===== config.mk =====
export PLATFORM = sky130hd
export DESIGN_NAME = bald_cell
export DESIGN_NICKNAME = d
export VERILOG_FILES = /design/src/bald_pkg.sv /design/src/bald_cell.sv
export SDC_FILE = /design/constraint.sdc
export NUM_CORES = 1
export LEC_CHECK = 0
export BUFFER_PORTS_ARGS = -buffer_cell sky130_fd_sc_hd__buf_2
export CAP_MARGIN = 5
export CORE_ASPECT_RATIO = 0.6
export CORE_UTILIZATION = 41
export DETAILED_ROUTE_END_ITERATION = 8
export PLACE_DENSITY = 0.73
export SYNTH_ARGS = -nofsm -noshare
export SYNTH_HDL_FRONTEND = slang
export SYNTH_SLANG_ARGS = --single-unit

===== constraint.sdc =====
create_clock -name clock -period 2.7 [get_ports clock]
set_input_delay 0.54 -clock clock [delete_from_list [all_inputs] [get_ports clock]]
set_output_delay 0.54 -clock clock [all_outputs]
set_load 0.05 [all_outputs]

===== src/bald_pkg.sv =====
`default_nettype none

package bald_pkg;

   // Storage geometry
   localparam int CAPACITY      = 256;
   localparam int ELEMENT_WIDTH = 32;
   localparam int IDX_W         = $clog2(CAPACITY);
   localparam int CNT_W         = $clog2(CAPACITY + 1);

   // Request codes
   localparam logic [2:0] REQ_INS_HEAD = 3'd0;
   localparam logic [2:0] REQ_INS_TAIL = 3'd1;
   localparam logic [2:0] REQ_REM_HEAD = 3'd2;
   localparam logic [2:0] REQ_REM_TAIL = 3'd3;
   localparam logic [2:0] REQ_RD_HEAD  = 3'd4;
   localparam logic [2:0] REQ_RD_TAIL  = 3'd5;
   localparam logic [2:0] REQ_RD_INDEX = 3'd6;

   // Status codes
   localparam logic [1:0] STAT_OK    = 2'd0;
   localparam logic [1:0] STAT_FULL  = 2'd1;
   localparam logic [1:0] STAT_EMPTY = 2'd2;
   localparam logic [1:0] STAT_RANGE = 2'd3;

   // Movement of the cell row
   typedef enum logic [1:0] {
      CELL_HOLD  = 2'd0,
      CELL_LEFT  = 2'd1,
      CELL_RIGHT = 2'd2
   } cell_op_type;

   typedef struct packed {
      cell_op_type              op;
      logic [ELEMENT_WIDTH-1:0] word;
   } cell_ctl_type;

   typedef enum logic [2:0] {
      S_IDLE = 3'b001,
      S_FWD  = 3'b010,
      S_BACK = 3'b100
   } ctrl_state_type;

endpackage

`default_nettype wire


===== src/bald_cell.sv =====
`default_nettype none

module bald_cell import bald_pkg::*; (
   input  wire logic                     clock,
   input  wire cell_ctl_type             ctl,
   input  wire logic                     load,
   input  wire logic [ELEMENT_WIDTH-1:0] from_left,
   input  wire logic [ELEMENT_WIDTH-1:0] from_right,
   output      logic [ELEMENT_WIDTH-1:0] data
);

   logic [ELEMENT_WIDTH-1:0] data_ff;
   logic [ELEMENT_WIDTH-1:0] data_in;

   // Take the new word, or move with the row, or hold
   always_comb begin
      priority if (load) begin
         data_in = ctl.word;
      end else begin
         unique case (ctl.op)
            CELL_LEFT:  data_in = from_right;
            CELL_RIGHT: data_in = from_left;
            default:    data_in = data_ff;
         endcase
      end
   end

   always_ff @(posedge clock) begin
      data_ff <= data_in;
   end

   assign data = data_ff;

endmodule

`default_nettype wire


==> After elaboration in Yosys (flattened, before gate mapping) <==
Cells that the tools add are included.
{ "word_totals": {"ramBits": 0, "mem_bits_ro": 0, "latch_bits": 0, "regBits": 32, "memories": 0, "word_cells": 6, "out_inout_bits": 32} }
{ "classes": {"n_lt_le_gt_ge": 0, "eq_ne": 2, "muxes": 2, "add_sub_neg": 0, "n_bitwise": 0, "n_reduce_logical": 1, "shift": 0, "mul": 0, "n_div": 0} }
{ "ops": {"columns": ["cell", "count"], "rows": [
  ["case mux 32 bit (2 select lines)", 1],
  ["2-to-1 mux 32 bit", 1],
  ["nonzero test 3 bit", 1],
  ["equality test 2 x 1 -> 1 bit, second input constant", 1],
  ["equality test 2 bit, second input constant", 1]
]} }

==> Logic depth before layout (Yosys ltp) <==
{ "depth": {"depth_word": 3, "depth_mapped": 4, "ltp_nobuf": 2} }

==> Worst setup path after synthesis <==
OpenSTA, ideal clock, no wires.
{ "synth_path": {"path_type": "in2reg", "from": "input ctl[32] (netlist name)", "to": "register data_ff[0], in the netlist data[0], enable pin", "required_ns": 2.310, "path_stages": 2, "path_slack_ns": 0.721, "t_arrival_ns": 1.589, "path_buffers": 0, "cell_sequence": "and2b_4 > or3_1"} }
{ "synth_via": {"elab_chain_len": 2, "word_cells_on_any_way": 3, "cone_classes": "eq/ne: 2; reduce/logical: 1"} }
{ "synth_lines": {"columns": ["item", "line_no", "source"], "rows": [
  ["from (decl)", "bald_cell.sv:5", "input wire cell_ctl_type ctl,"],
  ["equality test 2 bit / equality test 2 x 1 -> 1 bit (equally long branches)", "bald_cell.sv:20", "unique case (ctl.op)"],
  ["nonzero test 3 bit (no line) (*)", null, null],
  ["to (signal assigned)", "bald_cell.sv:29", "data_ff <= data_in;"],
  ["to (decl)", "bald_cell.sv:12", "logic [ELEMENT_WIDTH-1:0] data_ff;"]
]} }
Mark *: on every way between the ends. The rest lies on a longest branch, timed or not.
A chain may end at the register's enable or synchronous reset.

==> Worst setup path in the final report <==
{ "layout_path": {"from": "input ctl[32] (netlist name)", "to": "register data_ff[31], in the netlist data[31], data pin"} }
{ "layout_via": {"elab_chain_len": 3, "word_cells_on_any_way": 4, "cone_classes": "eq/ne: 2; mux: 2"} }
{ "layout_lines": {"columns": ["item", "line_no", "source"], "rows": [
  ["equality test 2 bit / equality test 2 x 1 -> 1 bit (equally long branches)", "bald_cell.sv:20", null],
  ["case mux 32 bit (2 select lines) (*)", "bald_cell.sv:20", null],
  ["2-to-1 mux 32 bit (*)", "bald_cell.sv:17", "priority if (load) begin"],
  ["via data_in[31]", "bald_cell.sv:13", "logic [ELEMENT_WIDTH-1:0] data_in;"]
]} }
Mark *: on every way through the listed nets, which the timed path passes. The rest lies on a longest branch.

==> impl_metrics.json <==
{
  "worstMarginPinSlew_ps": 494,
  "cellLeakagePower_nw": 1.39,
  "first_global_vias": 1827,
  "drtIter0Drc": 105,
  "ys_types": 17,
  "hold_viol": 0,
  "seq_area_frac_synth_pct": 40.8,
  "cts_hold_buf": 0,
  "start_util_pct": 44.6,
  "yosys_warnings": 0,
  "critPathArrivalTime_ps": 1660,
  "dp_hpwl_microns": 4170,
  "drcViolationCount": 0,
  "synthToLayoutAreaGrowth_pct": 32.2,
  "dr.pass1.iters": 4,
  "cts_resized": 0,
  "grt_usage_pct": 19.4,
  "comb_power_share_pct": 34.5,
  "required_ps": 2710,
  "multiInputGateArea_sq_um": 1110,
  "ir_drop_v": 0.000265,
  "dieArea_sq_um": 6060,
  "p_sw_share_pct": 35.1,
  "die_h_microns": 60.7,
  "cts_buffer_depth": 2,
  "numPortBuffers": 131,
  "p_int_mw": 1.08,
  "yosysTopAreaCellShare_pct": 40.8,
  "via_per_inst": 5.06,
  "netSwitchingPower_mw": 0.585,
  "tns_ps": 0,
  "cts_made_buffers": 5,
  "critPathKind": "in2reg",
  "syn_inst": 182,
  "min_period_ps": 1650,
  "drv_cap": 0,
  "post-cts-setup-buffers": 0,
  "seq_area_sq_um": 961,
  "syn_area_per_cell_sq_um": 12.9,
  "largest_register_ffs": 32,
  "finalCritPeriodShare_pct": 61.1,
  "synth_common_cells": "edfxtp_1 (32), inv_1 (32), nand4bb_1 (32)",
  "crit_chain": "buf_2 -> and2b_4 -> buf_4 -> o311ai_1",
  "root_buffer": "clkbuf_8",
  "cp_slowest_cell": "buf_4",
  "overflow": 0,
  "coreArea_sq_um": 5280,
  "htreeDepth": 2,
  "syn_nets": 282,
  "diodes": 0,
  "io-pin-count": 132,
  "max_freq_mhz": 606,
  "syn_area_sq_um": 2360,
  "total_power_mw": 1.67,
  "fin_util_pct": 59.0,
  "vias": 1948,
  "power.density_nw_per_um2": 536,
  "grt_pass1_wl_microns": 8710,
  "rows": 20,
  "antenna_found_initial": 0,
  "finalWeightedCongestion": 0.731,
  "status": "completed",
  "synth_top_cell_by_area": "edfxtp_1",
  "tritoncts": "built",
  "rsz0062_at_grt": "false",
  "detail_route.wl_per_cell_microns": 15.0,
  "setup-violations-final": 0,
  "cts.reportedPaths.clkPinSlew_ps": 70,
  "crit_path_max_fanout": 23,
  "ys.flop_type": "edfxtp_1",
  "filler_cell_count": 469,
  "p_clk_share_pct": 26.9,
  "synthTopCellsByArea": "edfxtp_1 (41%), nand4bb_1 (15%), o311ai_2 (14%)",
  "ys_ff_latch": 32,
  "hp-class": "in2reg",
  "relSlewSlack_pct": 67.1,
  "wl_microns": 5790,
  "synth-async-reset-ratio_pct": 0,
  "slew_viol_final": 0,
  "ant_nets": 0,
  "crit_path_end_kind": "flip-flop",
  "drive_gt1_share_pct": 57.5,
  "seqPwrFrac_pct": 38.6,
  "synth-edff-count": 32,
  "critPathMaxStageDelay_ps": 490,
  "cp-start-kind": "input pin",
  "clock-sinks": 32,
  "grt_max_degree": 70,
  "nets": 407,
  "die_w_microns": 99.9
}
[cells in the final DEF, fill, tap and decap left out]
| cell type | Yosys | layout |
|---|---|---|
| nor2b_1 | 1 | 1 |
| nand2_1 | 30 | 30 |
| or3_1 | 1 | 1 |
| nand4bb_1 | 32 | 32 |
| buf_4 | 1 | 6 |
| o311ai_1 | 2 | 2 |
| clkbuf_8 | 0 | 5 |
| inv_1 | 32 | 32 |
| o311ai_2 | 20 | 20 |
| buf_2 | 9 | 130 |
| clkbuf_1 | 0 | 1 |
| clkinv_2 | 0 | 1 |
| nand2_2 | 2 | 2 |
| o311ai_4 | 10 | 10 |
| buf_12 | 1 | 1 |
| bufinv_16 | 0 | 1 |
| and2b_4 | 1 | 1 |
| edfxtp_1 | 32 | 32 |
[logic make-up (layout without fill, tap and decap cells)]
logic type,Yosys count,count (layout),share of synthesized area [%]
compound gates,32,32,25.7
buf+inv,51,177,11.9
flops,32,32,40.8
simple gates,67,67,21.6
[power by group through the flow]
| stage | Sequential, mW | Combinational [mW] | Clock (mW) |
|---|---|---|---|
| 4_1_cts | 0.645 | 0.580 | 0.460 |
| 5_1_grt | 0.650 | 0.606 | 0.482 |
| 6_report | 0.643 | 0.576 | 0.450 |
| 3_5_place_dp | 0.654 | 0.580 | 0 |
| 2_1_floorplan | 0.892 | 0.184 | 0 |
| 3_3_place_gp | 0.655 | 0.573 | 0 |
[worst max-delay path, delay by kind of cell]
family,cells,cell delay [ps]
and+or+nand+nor,1,380
AOI/OAI and AO/OA,1,140
buffers and inverters,2,590
[worst paths after layout]
kind / from / to / slack (ps) / cells after the start
worst max-delay path: ctl[32] / data[31]$_DFFE_PP_ / 1050 / 4
worst min-delay path: ctl[15] / data[15]$_DFFE_PP_ / 570 / 3
[routing by layer]
layer	track usage, %	up-vias	share of wire [%]
met2	33.3	101	46
met4	6.09	0	1.1
met1	24.7	898	45
met5	0	-	0
li1	-	942	-
met3	4.84	7	8.7
[cell type report]
type,count,area share (%)
Tap cell,77,3.09
Multi-Input combinational cell,99,35.8
Timing Repair Buffer,137,23.0
Clock buffer,6,2.33
Clock inverter,2,1.12
Sequential cell,32,30.9
Inverter,32,3.86
[metrics by stage]
| step | hold WS [ps] | worst slack, ps | cells | area [sq um] |
|---|---|---|---|---|
| floorplan | 745 | 721 | 182 | 2360 |
| global placement | 848 | 774 | 377 | 3010 |
| detailed placement | 859 | 737 | 377 | 3010 |
| CTS | 563 | 1040 | 385 | 3110 |
| global route | 565 | 1010 | 385 | 3110 |
| finish | 570 | 1050 | 385 | 3110 |
Note: power is estimated with default switching activity, not from simulation.
