[src/bald_pkg.sv]
`default_nettype none

package bald_pkg;

   // Storage geometry
   localparam int CAPACITY      = 256;
   localparam int ELEMENT_WIDTH = 32;
   localparam int IDX_W         = $clog2(CAPACITY);
   localparam int CNT_W         = $clog2(CAPACITY + 1);

   // Request codes
   localparam logic [2:0] REQ_INS_HEAD = 3'd0;
   localparam logic [2:0] REQ_INS_TAIL = 3'd1;
   localparam logic [2:0] REQ_REM_HEAD = 3'd2;
   localparam logic [2:0] REQ_REM_TAIL = 3'd3;
   localparam logic [2:0] REQ_RD_HEAD  = 3'd4;
   localparam logic [2:0] REQ_RD_TAIL  = 3'd5;
   localparam logic [2:0] REQ_RD_INDEX = 3'd6;

   // Status codes
   localparam logic [1:0] STAT_OK    = 2'd0;
   localparam logic [1:0] STAT_FULL  = 2'd1;
   localparam logic [1:0] STAT_EMPTY = 2'd2;
   localparam logic [1:0] STAT_RANGE = 2'd3;

   // Movement of the cell row
   typedef enum logic [1:0] {
      CELL_HOLD  = 2'd0,
      CELL_LEFT  = 2'd1,
      CELL_RIGHT = 2'd2
   } cell_op_type;

   typedef struct packed {
      cell_op_type              op;
      logic [ELEMENT_WIDTH-1:0] word;
   } cell_ctl_type;

   typedef enum logic [2:0] {
      S_IDLE = 3'b001,
      S_FWD  = 3'b010,
      S_BACK = 3'b100
   } ctrl_state_type;

endpackage

`default_nettype wire

[src/bald_if.sv]
`default_nettype none

interface bald_req_if;
   logic        valid;
   logic        ready;
   logic [2:0]  req_type;
   logic [31:0] element_in;
   logic [7:0]  position;

   modport source (output valid, output req_type, output element_in, output position,
                   input ready);
   modport sink   (input valid, input req_type, input element_in, input position,
                   output ready);
endinterface

interface bald_rsp_if;
   logic        valid;
   logic        ready;
   logic [31:0] element_out;
   logic [8:0]  list_size;
   logic [1:0]  status;

   modport source (output valid, output element_out, output list_size, output status,
                   input ready);
   modport sink   (input valid, input element_out, input list_size, input status,
                   output ready);
endinterface

`default_nettype wire

[src/bald_ctrl.sv]
`default_nettype none

module bald_ctrl import bald_pkg::*; (
   input  wire logic                     clock,
   input  wire logic                     reset,
   bald_req_if.sink                      req,
   bald_rsp_if.source                    rsp,
   input  wire logic [ELEMENT_WIDTH-1:0] head_data,
   output      cell_ctl_type             cell_ctl,
   output      logic [CAPACITY-1:0]      cell_load
);

   ctrl_state_type state_ff, state_in;
   logic [CNT_W-1:0] count_ff, count_in;
   logic [IDX_W-1:0] steps_ff, steps_in;
   logic [IDX_W-1:0] dist_ff, dist_in;

   logic        rsp_valid_ff, rsp_valid_in;
   logic [31:0] rsp_elem_ff, rsp_elem_in;
   logic [8:0]  rsp_size_ff, rsp_size_in;
   logic [1:0]  rsp_stat_ff, rsp_stat_in;

   logic             accept;
   logic             full;
   logic             empty;
   logic             pos_big;
   logic [IDX_W-1:0] tail_pos;
   logic             load_head;
   logic             load_tail;

   // Decoded request
   cell_op_type      dec_op;
   logic             dec_load_head;
   logic             dec_load_tail;
   logic [CNT_W-1:0] dec_count;
   logic [1:0]       dec_stat;
   logic [31:0]      dec_elem;
   logic             dec_walk;
   logic [IDX_W-1:0] dec_dist;

   assign req.ready = (state_ff == S_IDLE) && (!rsp_valid_ff || rsp.ready);
   assign accept    = req.valid && req.ready;

   assign full     = (count_ff == CNT_W'(CAPACITY));
   assign empty    = (count_ff == '0);
   assign pos_big  = (32'(req.position) >= 32'(count_ff));
   assign tail_pos = IDX_W'(count_ff - CNT_W'(1));

   // Decode the request against the current size
   always_comb begin
      dec_op        = CELL_HOLD;
      dec_load_head = 1'b0;
      dec_load_tail = 1'b0;
      dec_count     = count_ff;
      dec_stat      = STAT_OK;
      dec_elem      = '0;
      dec_walk      = 1'b0;
      dec_dist      = '0;
      unique case (req.req_type)
         REQ_INS_HEAD: begin
            if (full) begin
               dec_stat = STAT_FULL;
            end else begin
               dec_op        = CELL_RIGHT;
               dec_load_head = 1'b1;
               dec_count     = count_ff + CNT_W'(1);
            end
         end
         REQ_INS_TAIL: begin
            if (full) begin
               dec_stat = STAT_FULL;
            end else begin
               dec_load_tail = 1'b1;
               dec_count     = count_ff + CNT_W'(1);
            end
         end
         REQ_REM_HEAD: begin
            if (empty) begin
               dec_stat = STAT_EMPTY;
            end else begin
               dec_op    = CELL_LEFT;
               dec_count = count_ff - CNT_W'(1);
            end
         end
         REQ_REM_TAIL: begin
            if (empty) begin
               dec_stat = STAT_EMPTY;
            end else begin
               dec_count = count_ff - CNT_W'(1);
            end
         end
         REQ_RD_HEAD: begin
            if (empty) begin
               dec_stat = STAT_EMPTY;
            end else begin
               dec_elem = 32'(head_data);
            end
         end
         REQ_RD_TAIL: begin
            if (empty) begin
               dec_stat = STAT_EMPTY;
            end else if (tail_pos == '0) begin
               dec_elem = 32'(head_data);
            end else begin
               dec_walk = 1'b1;
               dec_dist = tail_pos;
            end
         end
         REQ_RD_INDEX: begin
            if (empty) begin
               dec_stat = STAT_EMPTY;
            end else if (pos_big) begin
               dec_stat = STAT_RANGE;
            end else if (req.position == '0) begin
               dec_elem = 32'(head_data);
            end else begin
               dec_walk = 1'b1;
               dec_dist = IDX_W'(req.position);
            end
         end
         default: begin
         end
      endcase
   end

   // Sequence the row and load the response register
   always_comb begin
      state_in      = state_ff;
      count_in      = count_ff;
      steps_in      = steps_ff;
      dist_in       = dist_ff;
      rsp_valid_in  = rsp_valid_ff && !rsp.ready;
      rsp_elem_in   = rsp_elem_ff;
      rsp_size_in   = rsp_size_ff;
      rsp_stat_in   = rsp_stat_ff;
      cell_ctl.op   = CELL_HOLD;
      cell_ctl.word = ELEMENT_WIDTH'(req.element_in);
      load_head     = 1'b0;
      load_tail     = 1'b0;
      unique case (state_ff)
         S_IDLE: begin
            if (accept) begin
               cell_ctl.op = dec_op;
               load_head   = dec_load_head;
               load_tail   = dec_load_tail;
               count_in    = dec_count;
               if (dec_walk) begin
                  steps_in = dec_dist;
                  dist_in  = dec_dist;
                  state_in = S_FWD;
               end else begin
                  rsp_valid_in = 1'b1;
                  rsp_elem_in  = dec_elem;
                  rsp_size_in  = 9'(dec_count);
                  rsp_stat_in  = dec_stat;
               end
            end
         end
         S_FWD: begin
            // Rotate the target to the head cell, then capture it
            if (steps_ff != '0) begin
               cell_ctl.op = CELL_LEFT;
               steps_in    = steps_ff - IDX_W'(1);
            end else begin
               rsp_valid_in = 1'b1;
               rsp_elem_in  = 32'(head_data);
               rsp_size_in  = 9'(count_ff);
               rsp_stat_in  = STAT_OK;
               steps_in     = dist_ff;
               state_in     = S_BACK;
            end
         end
         S_BACK: begin
            // Rotate the row back to its original order
            cell_ctl.op = CELL_RIGHT;
            steps_in    = steps_ff - IDX_W'(1);
            if (steps_ff == IDX_W'(1)) begin
               state_in = S_IDLE;
            end
         end
         default: begin
            state_in = S_IDLE;
         end
      endcase
   end

   // Per-cell write enables
   always_comb begin
      for (int i = 0; i < CAPACITY; i++) begin
         cell_load[i] = (load_head && (i == 0)) ||
                        (load_tail && (count_ff[IDX_W-1:0] == IDX_W'(i)));
      end
   end

   always_ff @(posedge clock) begin
      if (reset) begin
         state_ff     <= S_IDLE;
         count_ff     <= '0;
         steps_ff     <= '0;
         dist_ff      <= '0;
         rsp_valid_ff <= 1'b0;
      end else begin
         state_ff     <= state_in;
         count_ff     <= count_in;
         steps_ff     <= steps_in;
         dist_ff      <= dist_in;
         rsp_valid_ff <= rsp_valid_in;
      end
   end

   always_ff @(posedge clock) begin
      rsp_elem_ff <= rsp_elem_in;
      rsp_size_ff <= rsp_size_in;
      rsp_stat_ff <= rsp_stat_in;
   end

   assign rsp.valid       = rsp_valid_ff;
   assign rsp.element_out = rsp_elem_ff;
   assign rsp.list_size   = rsp_size_ff;
   assign rsp.status      = rsp_stat_ff;

endmodule

`default_nettype wire

[src/flat_wrapper.sv]
// flat-port wrapper written by rule: the top's interface ports become plain ports
module bald_ctrl_flat import bald_pkg::*;
  (clock, reset, head_data, cell_ctl, cell_load, req_valid, req_req_type, req_element_in, req_position, req_ready, rsp_valid, rsp_element_out, rsp_list_size, rsp_status, rsp_ready);
  bald_req_if req_i ();
  bald_rsp_if rsp_i ();
  input  wire logic clock;
  input  wire logic reset;
  input  wire logic [ELEMENT_WIDTH-1:0] head_data;
  output      cell_ctl_type cell_ctl;
  output      logic [CAPACITY-1:0] cell_load;
  input wire logic [$bits(req_i.valid)-1:0] req_valid;
  input wire logic [$bits(req_i.req_type)-1:0] req_req_type;
  input wire logic [$bits(req_i.element_in)-1:0] req_element_in;
  input wire logic [$bits(req_i.position)-1:0] req_position;
  output wire logic [$bits(req_i.ready)-1:0] req_ready;
  output wire logic [$bits(rsp_i.valid)-1:0] rsp_valid;
  output wire logic [$bits(rsp_i.element_out)-1:0] rsp_element_out;
  output wire logic [$bits(rsp_i.list_size)-1:0] rsp_list_size;
  output wire logic [$bits(rsp_i.status)-1:0] rsp_status;
  input wire logic [$bits(rsp_i.ready)-1:0] rsp_ready;
  assign req_i.valid = req_valid;
  assign req_i.req_type = req_req_type;
  assign req_i.element_in = req_element_in;
  assign req_i.position = req_position;
  assign req_ready = req_i.ready;
  assign rsp_valid = rsp_i.valid;
  assign rsp_element_out = rsp_i.element_out;
  assign rsp_list_size = rsp_i.list_size;
  assign rsp_status = rsp_i.status;
  assign rsp_i.ready = rsp_ready;
  bald_ctrl u_core (.clock(clock), .reset(reset), .req(req_i), .rsp(rsp_i), .head_data(head_data), .cell_ctl(cell_ctl), .cell_load(cell_load));
endmodule
[config.mk]
export PLATFORM = sky130hd
export DESIGN_NAME = bald_ctrl_flat
export DESIGN_NICKNAME = d
export VERILOG_FILES = /design/src/bald_pkg.sv /design/src/bald_if.sv /design/src/bald_ctrl.sv /design/src/flat_wrapper.sv
export SDC_FILE = /design/constraint.sdc
export NUM_CORES = 1
export LEC_CHECK = 0
export ABC_AREA = 1
export BUFFER_PORTS_ARGS = -buffer_cell sky130_fd_sc_hd__buf_4
export CAP_MARGIN = 25
export CORE_AREA = 2 2 160 162
export CTS_CLUSTER_SIZE = 14
export DETAILED_ROUTE_END_ITERATION = 10
export DIE_AREA = 0 0 162 164
export GPL_TIMING_DRIVEN = 0
export PLACE_DENSITY = 0.6
export SETUP_SLACK_MARGIN = 0.4
export SLEW_MARGIN = 0
export SYNTH_ARGS = -nofsm -noshare
export SYNTH_HDL_FRONTEND = slang
export SYNTH_SLANG_ARGS = --single-unit
export TNS_END_PERCENT = 10
[constraint.sdc]
create_clock -name clock -period 5.2 [get_ports clock]
set_clock_uncertainty 0.2 [all_clocks]
set_input_delay 0.26 -clock clock [delete_from_list [all_inputs] [get_ports clock]]
set_output_delay 0.26 -clock clock [all_outputs]
set_load 0.01 [all_outputs]
-- Word-level counts from Yosys, hierarchy flattened
Cells that the tools add are included.
- muxes and demuxes: 65
- add/subtract/negate cells: 3
- magnitude comparators: 1
- reductions and logical operators: 279
- equality and inequality tests: 271
- operators with widths (cell ; number):
    equality test 8 bit, second input constant ; 128
    equality test 8 x 7 -> 1 bit, second input constant ; 64
    two-way mux 32 bit ; 9
    logical AND 1 bit ; 259
    equality test 8 x 6 -> 1 bit, second input constant ; 32
    equality test 8 x 5 -> 1 bit, second input constant ; 16
    case mux 32 bit (3 select lines) ; 1
    equality test 8 x 4 -> 1 bit, second input constant ; 8
    two-way mux 8 bit ; 8
    case mux 32 bit (2 select lines) ; 1
    two-way mux 9 bit ; 5
    case mux 9 bit (2 select lines) ; 2
    equality test 8 x 3 -> 1 bit, second input constant ; 4
    zero test 8 bit ; 3
    case mux 8 bit (3 select lines) ; 1
    two-way mux 1 bit ; 18
    equality test 8 x 1 -> 1 bit, second input constant ; 2
    equality test 8 x 2 -> 1 bit, second input constant ; 2
    two-way mux 2 bit ; 8
    case mux 8 bit (2 select lines) ; 1
    equality test 3 bit, second input constant ; 4
    two-way mux 3 bit ; 4
    case mux 2 bit (3 select lines) ; 2
    adder 9 x 1 -> 9 bit, second input constant ; 1
    23 further kinds ; 36
- register bits after elaboration: 72
- input bits: 79

-- Logic depth before layout (Yosys ltp)
Gate-level depths: netlist (run 1).
- depth after elaboration: 8
- gate-level depth with buffers: 18

-- Least setup slack after synthesis (run 1)
OpenSTA, ideal clock, no wires.
- path type: register to register
- start point: register u_core.count_ff[0]
- end point: register u_core.rsp_elem_ff[0] (netlist: u_core.rsp.element_out[0]) (enable)
- arrival: 3592 ps
- setup slack: 964 ps
- library setup time: 444 ps
- required time: 4556 ps
- stages on the path, launching flop included: 14
- clock period less this slack: 4236 ps
- buffers on the path: 0
- cells stage by stage: dfxtp_1 clkinv_1 ha_1 nand2_1 nand2_1 nor2_1 nand2_1 nor2_1 nand3_2 nand2_4 nand2_2 nand2_1 nand2_1 nor2_1
- cells in the longest elaborated chain, start to end: 7
- elaborated cells on any way between the ends: 11
- RTL lines (what ; RTL line ; text):
    start, declared ; bald_ctrl.sv:14 ; logic [CNT_W-1:0] count_ff, count_in;
    start signal, assigned ; bald_ctrl.sv:204 ; count_ff <= count_in;
    subtractor 9 x 1 -> 9 bit ; bald_ctrl.sv:47 ; assign tail_pos = IDX_W'(count_ff - CNT_W'(1));
    zero test 8 bit ; bald_ctrl.sv:102 ; end else if (tail_pos == '0) begin
    two-way mux 1 bit ; bald_ctrl.sv:102 ;
    two-way mux 1 bit ; bald_ctrl.sv:100 ; if (empty) begin
    case mux 1 bit (2 select lines) (*) ; bald_ctrl.sv:59 ; unique case (req.req_type)
    != test 2 bit (no source line) (*) ; n/a ;
    AND reduction 4 bit (no source line) (*) ; n/a ;
    end signal, assigned ; bald_ctrl.sv:212 ; rsp_elem_ff <= rsp_elem_in;
    end, declared ; bald_ctrl.sv:19 ; logic [31:0] rsp_elem_ff, rsp_elem_in;
Mark *: on every way between the ends. The rest lies on a longest branch, timed or not.
A chain may end at the register's enable or synchronous reset.

-- Final worst setup path (run 1)
- start point: register u_core.count_ff[0]
- end point: output port cell_load[72]
- cells in the longest elaborated chain, start to end: 6
- elaborated cells on any way between the ends: 7
- RTL lines (what ; RTL line ; text):
    equality test 9 bit ; bald_ctrl.sv:44 ; assign full = (count_ff == CNT_W'(CAPACITY));
    two-way mux 1 bit ; bald_ctrl.sv:70 ; if (full) begin
    two-way mux 1 bit ; bald_ctrl.sv:59 ;
    two-way mux 1 bit ; bald_ctrl.sv:142 ; if (accept) begin
    two-way mux 1 bit ; bald_ctrl.sv:140 ; unique case (state_ff)
    logical AND 1 bit (*) ; bald_ctrl.sv:191 ; (load_tail && (count_ff[IDX_W-1:0] == IDX_W'(i)));
    end, declared ; flat_wrapper.sv:10 ; output logic [CAPACITY-1:0] cell_load;
Marks and branches as above.

==> results of run 1 <==
## stage by stage
step	instance area, um2	util [%]
floorplan	6340	-
global placement	9610	38.7
detailed placement	9640	38.8
CTS	9930	40.0
global route	9930	40.0
finish	9930	40.0
## worst register-to-register path: stages, from the launching register on
cell      delay [ns]
dfxtp_1         0.50
clkinv_1        0.40
ha_1            0.41
nand2_1         0.09
nand2_1         0.10
nor2_1          0.10
nand2_1         0.05
nor2_1          0.12
nand3_2         0.16
nand2_4         0.13
nand2_2         0.07
nand2_1         0.08
nand2_1         0.09
nor2_4          0.28
buf_12          0.26
## final timing paths
| path | from | end | cells after the start |
|---|---|---|---|
| worst min register to register | u_core.dist_ff[2] | u_core.dist_ff[2] | 2 |
| worst max-delay path | u_core.count_ff[0] | cell_load[72] | 11 |
| worst min-delay path | req_valid | u_core.rsp.valid | 3 |
| worst max register to register | u_core.count_ff[0] | u_core.rsp.list_size[6] | 14 |
## flip-flops by register name, summed over array words and instances (netlist names)
signal and flops:
u_core.rsp.status 2, u_core.steps_ff 8, u_core.count_ff 9, u_core.rsp.element_out 32, u_core.rsp.list_size 9, u_core.dist_ff 8
u_core.rsp.valid 1, u_core.state_ff 3
## layer usage
layer / vias to the layer above / GRT usage [%] / routed length, um
li1: 3920 / - / -
met1: 3643 / 28.1 / 13100
met2: 361 / 40.3 / 15800
met3: 26 / 3.79 / 2040
met4: 0 / 5.35 / 588
met5: - / 0 / 0
## power by group
part | internal [mW] | total, mW | switching [mW] | leakage [nW]
registers | 0.760 | 0.819 | 0.0587 | 0.664
clock network | 0.333 | 0.614 | 0.281 | 0.139
logic | 0.384 | 1.07 | 0.682 | 3.99
## cell usage after synthesis (7+ instances only)
cell      instances
a21oi_1          28
buf_2            14
buf_4            38
buf_6            13
clkbuf_1         26
dfxtp_1          29
edfxtp_1         43
ha_1             19
inv_1            93
inv_2             7
nand2_1         159
nand2_2           9
nand3_1          35
nand4_1          10
nor2_1          310
nor3_1           37
o21ai_0          59
o21ai_1          13
## layout by cell type, fill, tap and decap left out, drive strengths merged
master	netlist	layout
buf	66	448
nor2	319	319
nand2	172	172
inv	101	105
o21ai	72	72
edfxtp	43	43
nor3	40	40
nand3	39	39
clkbuf	26	35
a21oi	31	31
dfxtp	29	29
ha	19	19
nand4	11	11
a22oi	6	6
xor2	6	6
clkinv	4	6
o211ai	4	4
nor4	3	3
o22ai	2	2
o311ai	2	2
o31ai	1	1
nand3b	1	1
clkinvlp	0	1
dlygate4sd3	0	1
## area by class of cell
cell class	count	area [um2]
fill	2692	14900
multi-input combinational	728	3470
timing repair buffer	383	2890
sequential	72	1870
buffer	92	603
tap	330	413
inverter	105	397
clock buffer	9	225
clock inverter	7	62.6
## logic make-up (layout without fill, tap and decap cells)
| family | after synthesis | in the layout | share of synthesized area [%] |
|---|---|---|---|
| simple gates | 585 | 585 | 39.6 |
| buf+inv | 197 | 596 | 15.8 |
| compound gates | 118 | 118 | 10.5 |
| flops | 72 | 72 | 29.5 |
| fa+ha+maj | 19 | 19 | 3.75 |
| xor+xnor | 6 | 6 | 0.829 |
==> flow_summary.json, run 1 <==
{
  "power_mw": 2.50,
  "r2r_slack_ns": 1.83,
  "cts_num_sinks": 72,
  "start_kind": "flip-flop",
  "vias": 7950,
  "cpLargestDelayFamily": "simple AND/OR/NAND/NOR gates",
  "drc": 0,
  "viasPerCell": 4.61,
  "ys_seq_area_share_pct": 29.5,
  "cp_cell_sequence": "clkinv_1 > ha_1 > nand2_4 > nor2_4 > nand2_2 > nand3_4 > nor3_4 > nand2_1 > buf_2 > nor2_1 > buf_4",
  "grt.total_usage_pct": 22.5,
  "status": "finished, final reports clean",
  "cts_inserted_buffers": 9,
  "die_area_um2": 26600,
  "h-tree-depth": 3,
  "dp_slack_ns": 1.75,
  "yosysUniqueCellTypes": 41,
  "cts_root_buf": "clkbuf_16",
  "relSlewSlack_pct": 38.9,
  "cp_slowest_cell": "dfxtp_1",
  "post_cts_buffers": 0,
  "yosysTopAreaCell": "edfxtp_1",
  "drt_iter0_markers": 653,
  "globalRouteOverflowTotal": 0,
  "syn_area_um2": 6340,
  "antenna_found_initial": 0,
  "leakagePower_nw": 4.79,
  "area_delta_synth_final_pct": 56.8,
  "clk_pin_slew_ns": 0.07,
  "grt_pass1_wl_um": 45200,
  "worstPathMaxFanout": 11,
  "port_buffers": 381,
  "cellPowerDensity_nw_per_um2": 252,
  "syn_inst": 997,
  "synth_seq_cells": 72,
  "rsz0062_at_grt": "no",
  "clock_latency_ns": 0.35,
  "worstPathRequired_ns": 4.74,
  "crit_path_end_kind": "output port",
  "fin_hold_ws_ns": 0.0369,
  "fp.coreArea_um2": 24800,
  "syn_avg_cell_area_um2": 6.36,
  "grt_pass1_vias": 7353,
  "yosys_warnings": 0,
  "fmax_ghz": 0.256,
  "synth_top_area_share_pct": 20.4,
  "routed_wl_um": 31500,
  "synth-edff-count": 43,
  "crit_buf_inv": 3,
  "post-dp-hpwl_um": 25300,
  "drv_slew": 0,
  "synthFlopType": "edfxtp_1",
  "setup_viol": 0,
  "gp_congestion": 0.930,
  "ios": 414,
  "start_util_pct": 25.5,
  "cts_tree": "built",
  "dr.pass1.iters": 5,
  "period_minus_slack_ns": 3.91,
  "final_cells": 1726,
  "dp_cells": 1709,
  "cts_resized": 0,
  "cap_violations": 0,
  "fin_crit_sh_pct": 75.1,
  "irDropWorstVdd_v": 0.000159,
  "chipHeight_um": 164,
  "syn-num-nets": 1095,
  "antenna_left": 0,
  "critPathArrivalTime_ns": 3.45,
  "worstSetupPathType": "reg -> out",
  "hold_path_class": "in -> reg",
  "num_rows": 58,
  "drive_gt1_share_pct": 36.3,
  "clk_path_buf_depth": 2,
  "cts_hold_buf": 1,
  "chipWidth_um": 162,
  "async_flop_share_pct": 0,
  "final_nets": 1489,
  "routedWlPerCell_um": 18.2,
  "setup_ws_ns": 1.29,
  "cpPeakStageDelay_ns": 0.50,
  "grt_max_degree": 35,
  "fin_tns_setup_ns": 0,
  "diodes": 0,
  "report.final.hold_viol_count": 0,
  "worst_slew_pin_slew_ns": 0.917,
  "synth.area.top_cells": "edfxtp_1 (20%), nor2_1 (18%), nand2_1 (9.4%)"
}
(Power assumes the default switching activity.)
==> run 2: changes to the inputs <==
clock period = 4.05 ns   (was 5.2 ns; I/O delays follow)
==> flow_summary.json, run 2 (synthesized netlist as in run 1, its figures left out) <==
{
  "status": "finished, final reports clean",
  "start_kind": "flip-flop",
  "relSlewSlack_pct": 40.4,
  "fmax_ghz": 0.289,
  "gp_congestion": 0.941,
  "num_rows": 58,
  "wl_met3_um": 2510,
  "cts_tree": "built",
  "report.final.hold_viol_count": 0,
  "globalRouteOverflowTotal": 0,
  "grt.total_usage_pct": 22.5,
  "crit_buf_inv": 5,
  "ios": 414,
  "routedWlPerCell_um": 18.3,
  "dp_slack_ns": 0.652,
  "drive_gt1_share_pct": 36.2,
  "dr.pass1.iters": 5,
  "routed_wl_um": 31600,
  "final_cell_area_um2": 9940,
  "setup_ws_ns": 0.592,
  "cpLargestDelayFamily": "simple AND/OR/NAND/NOR gates",
  "critPathArrivalTime_ns": 3.06,
  "antenna_left": 0,
  "chipHeight_um": 164,
  "highest_layer": "met4",
  "leakagePower_nw": 4.79,
  "crit_path_end_kind": "output port",
  "worst_slew_pin_slew_ns": 0.894,
  "setup_viol": 0,
  "diodes": 0,
  "layout_commonest_cell": "buf_4",
  "drc": 0,
  "fillers": 2680,
  "ff_latch_area_um2": 1870,
  "chipWidth_um": 162,
  "cap_violations": 0,
  "power_mw": 3.17,
  "clock_latency_ns": 0.34,
  "fin_tns_setup_ns": 0,
  "grt_pass1_wl_um": 45300,
  "rsz0062_at_grt": "no",
  "worstPathMaxFanout": 11,
  "worstPathRequired_ns": 3.65,
  "cts_num_sinks": 72,
  "dr_wl_met2_um": 15600,
  "cpPeakStageDelay_ns": 0.43,
  "cp_slowest_cell": "dfxtp_2",
  "cts_inserted_buffers": 9,
  "period_minus_slack_ns": 3.46,
  "viasPerCell": 4.63,
  "irDropWorstVdd_v": 0.000174,
  "cp_cell_sequence": "clkinv_2 > ha_1 > nand2_4 > nor2_4 > nand2_2 > nand3_4 > inv_2 > nand2_2 > inv_2 > nand2_2 > buf_4 > nor2_1 > buf_4",
  "grt_max_degree": 30,
  "fp.coreArea_um2": 24800,
  "port_buffers": 381,
  "area_delta_synth_final_pct": 56.9,
  "finish.utilization_pct": 40.1,
  "clk_pin_slew_ns": 0.06,
  "fin_crit_sh_pct": 85.4,
  "h-tree-depth": 3,
  "layout_common_cells": "buf_4 (419), nor2_1 (309), nand2_1 (159)",
  "antenna_found_initial": 0,
  "final_nets": 1492,
  "vias": 8009,
  "largest_reg_flops": 32,
  "place_area_um2": 9640,
  "post-dp-hpwl_um": 25600,
  "multi_input_area_um2": 3470,
  "wl_met1_um": 13100,
  "drt_iter0_markers": 643,
  "die_area_um2": 26600,
  "start_util_pct": 25.5,
  "clk_path_buf_depth": 2,
  "grt_pass1_vias": 7354,
  "worstSetupPathType": "reg -> out",
  "cts_root_buf": "clkbuf_16",
  "crit_top_cell": "nand2_2",
  "cellPowerDensity_nw_per_um2": 318,
  "hold_path_class": "in -> reg",
  "drv_slew": 0
}
==> run 2: cell count changes in the layout (fill, tap and decap cells not counted), moves of 2 or more <==
| cell | previous run | this run |
|---|---|---|
| dlygate4sd3_1 | 1 | 4 |
| inv_6 | 3 | 0 |
| clkinv_1 | 4 | 6 |
| clkinv_2 | 0 | 2 |
| clkinv_4 | 2 | 0 |
| clkinvlp_4 | 1 | 3 |
==> run 2: layout make-up <==
class                           count  share of cell area, %
Multi-Input combinational cell    728                   34.9
Timing Repair Buffer              386                   29.4
Sequential cell                    72                   18.8
Buffer                             92                   6.07
Tap cell                          330                   4.15
Inverter                          105                   4.00
Clock buffer                        9                   2.27
Clock inverter                      7                  0.390
==> run 2: worst register-to-register path, stage by stage (launching register included) <==
cell	delay (ns)
dfxtp_2	0.43
clkinv_2	0.20
ha_1	0.32
nand2_1	0.09
nand2_1	0.09
nor2_1	0.10
nand2_1	0.06
nor2_1	0.12
nand3_2	0.16
nand2_4	0.13
nand2_2	0.07
nand2_1	0.07
nand2_1	0.08
nor2_4	0.37
buf_12	0.26
==> run 2: worst paths after layout <==
path	from	endpoint	slack, ns	cells past startpoint
setup / recovery	u_core.count_ff[0]	cell_load[24]	0.59	13
hold / removal	head_data[10]	u_core.rsp.element_out[10]	0.007	3
setup reg to reg	u_core.count_ff[0]	u_core.rsp.element_out[21]	0.99	14
hold reg to reg	u_core.dist_ff[6]	u_core.dist_ff[6]	0.25	2
==> run 2: stage by stage <==
step                instances  hold slack, ns
detailed placement       1709           0.242
finish                   1729         0.00657
floorplan                 997           0.159
global placement         1708           0.241
CTS                      1729         0.00640
global route             1729          0.0397
==> run 2: power breakdown <==
part	switching [mW]	total (mW)	internal (mW)
Combinational	0.884	1.38	0.496
Clock	0.325	0.732	0.407
Sequential	0.0764	1.05	0.977
Total	1.29	3.17	1.88
==> run 2: layer usage <==
layer	vias to the layer above	global-route usage, %
met2	365	40.2
met3	27	4.85
met1	3695	28.0
li1	3922	-
met4	0	4.59
met5	-	0
==> run 2: what timing repair did <==
item                                    4_1_cts  5_1_grt
gates resized for setup                       1        2
hold buffers                                  4        0
hold endpoints to repair                      6        0
endpoints found under the setup margin       81       86
buffers inserted                              0        0
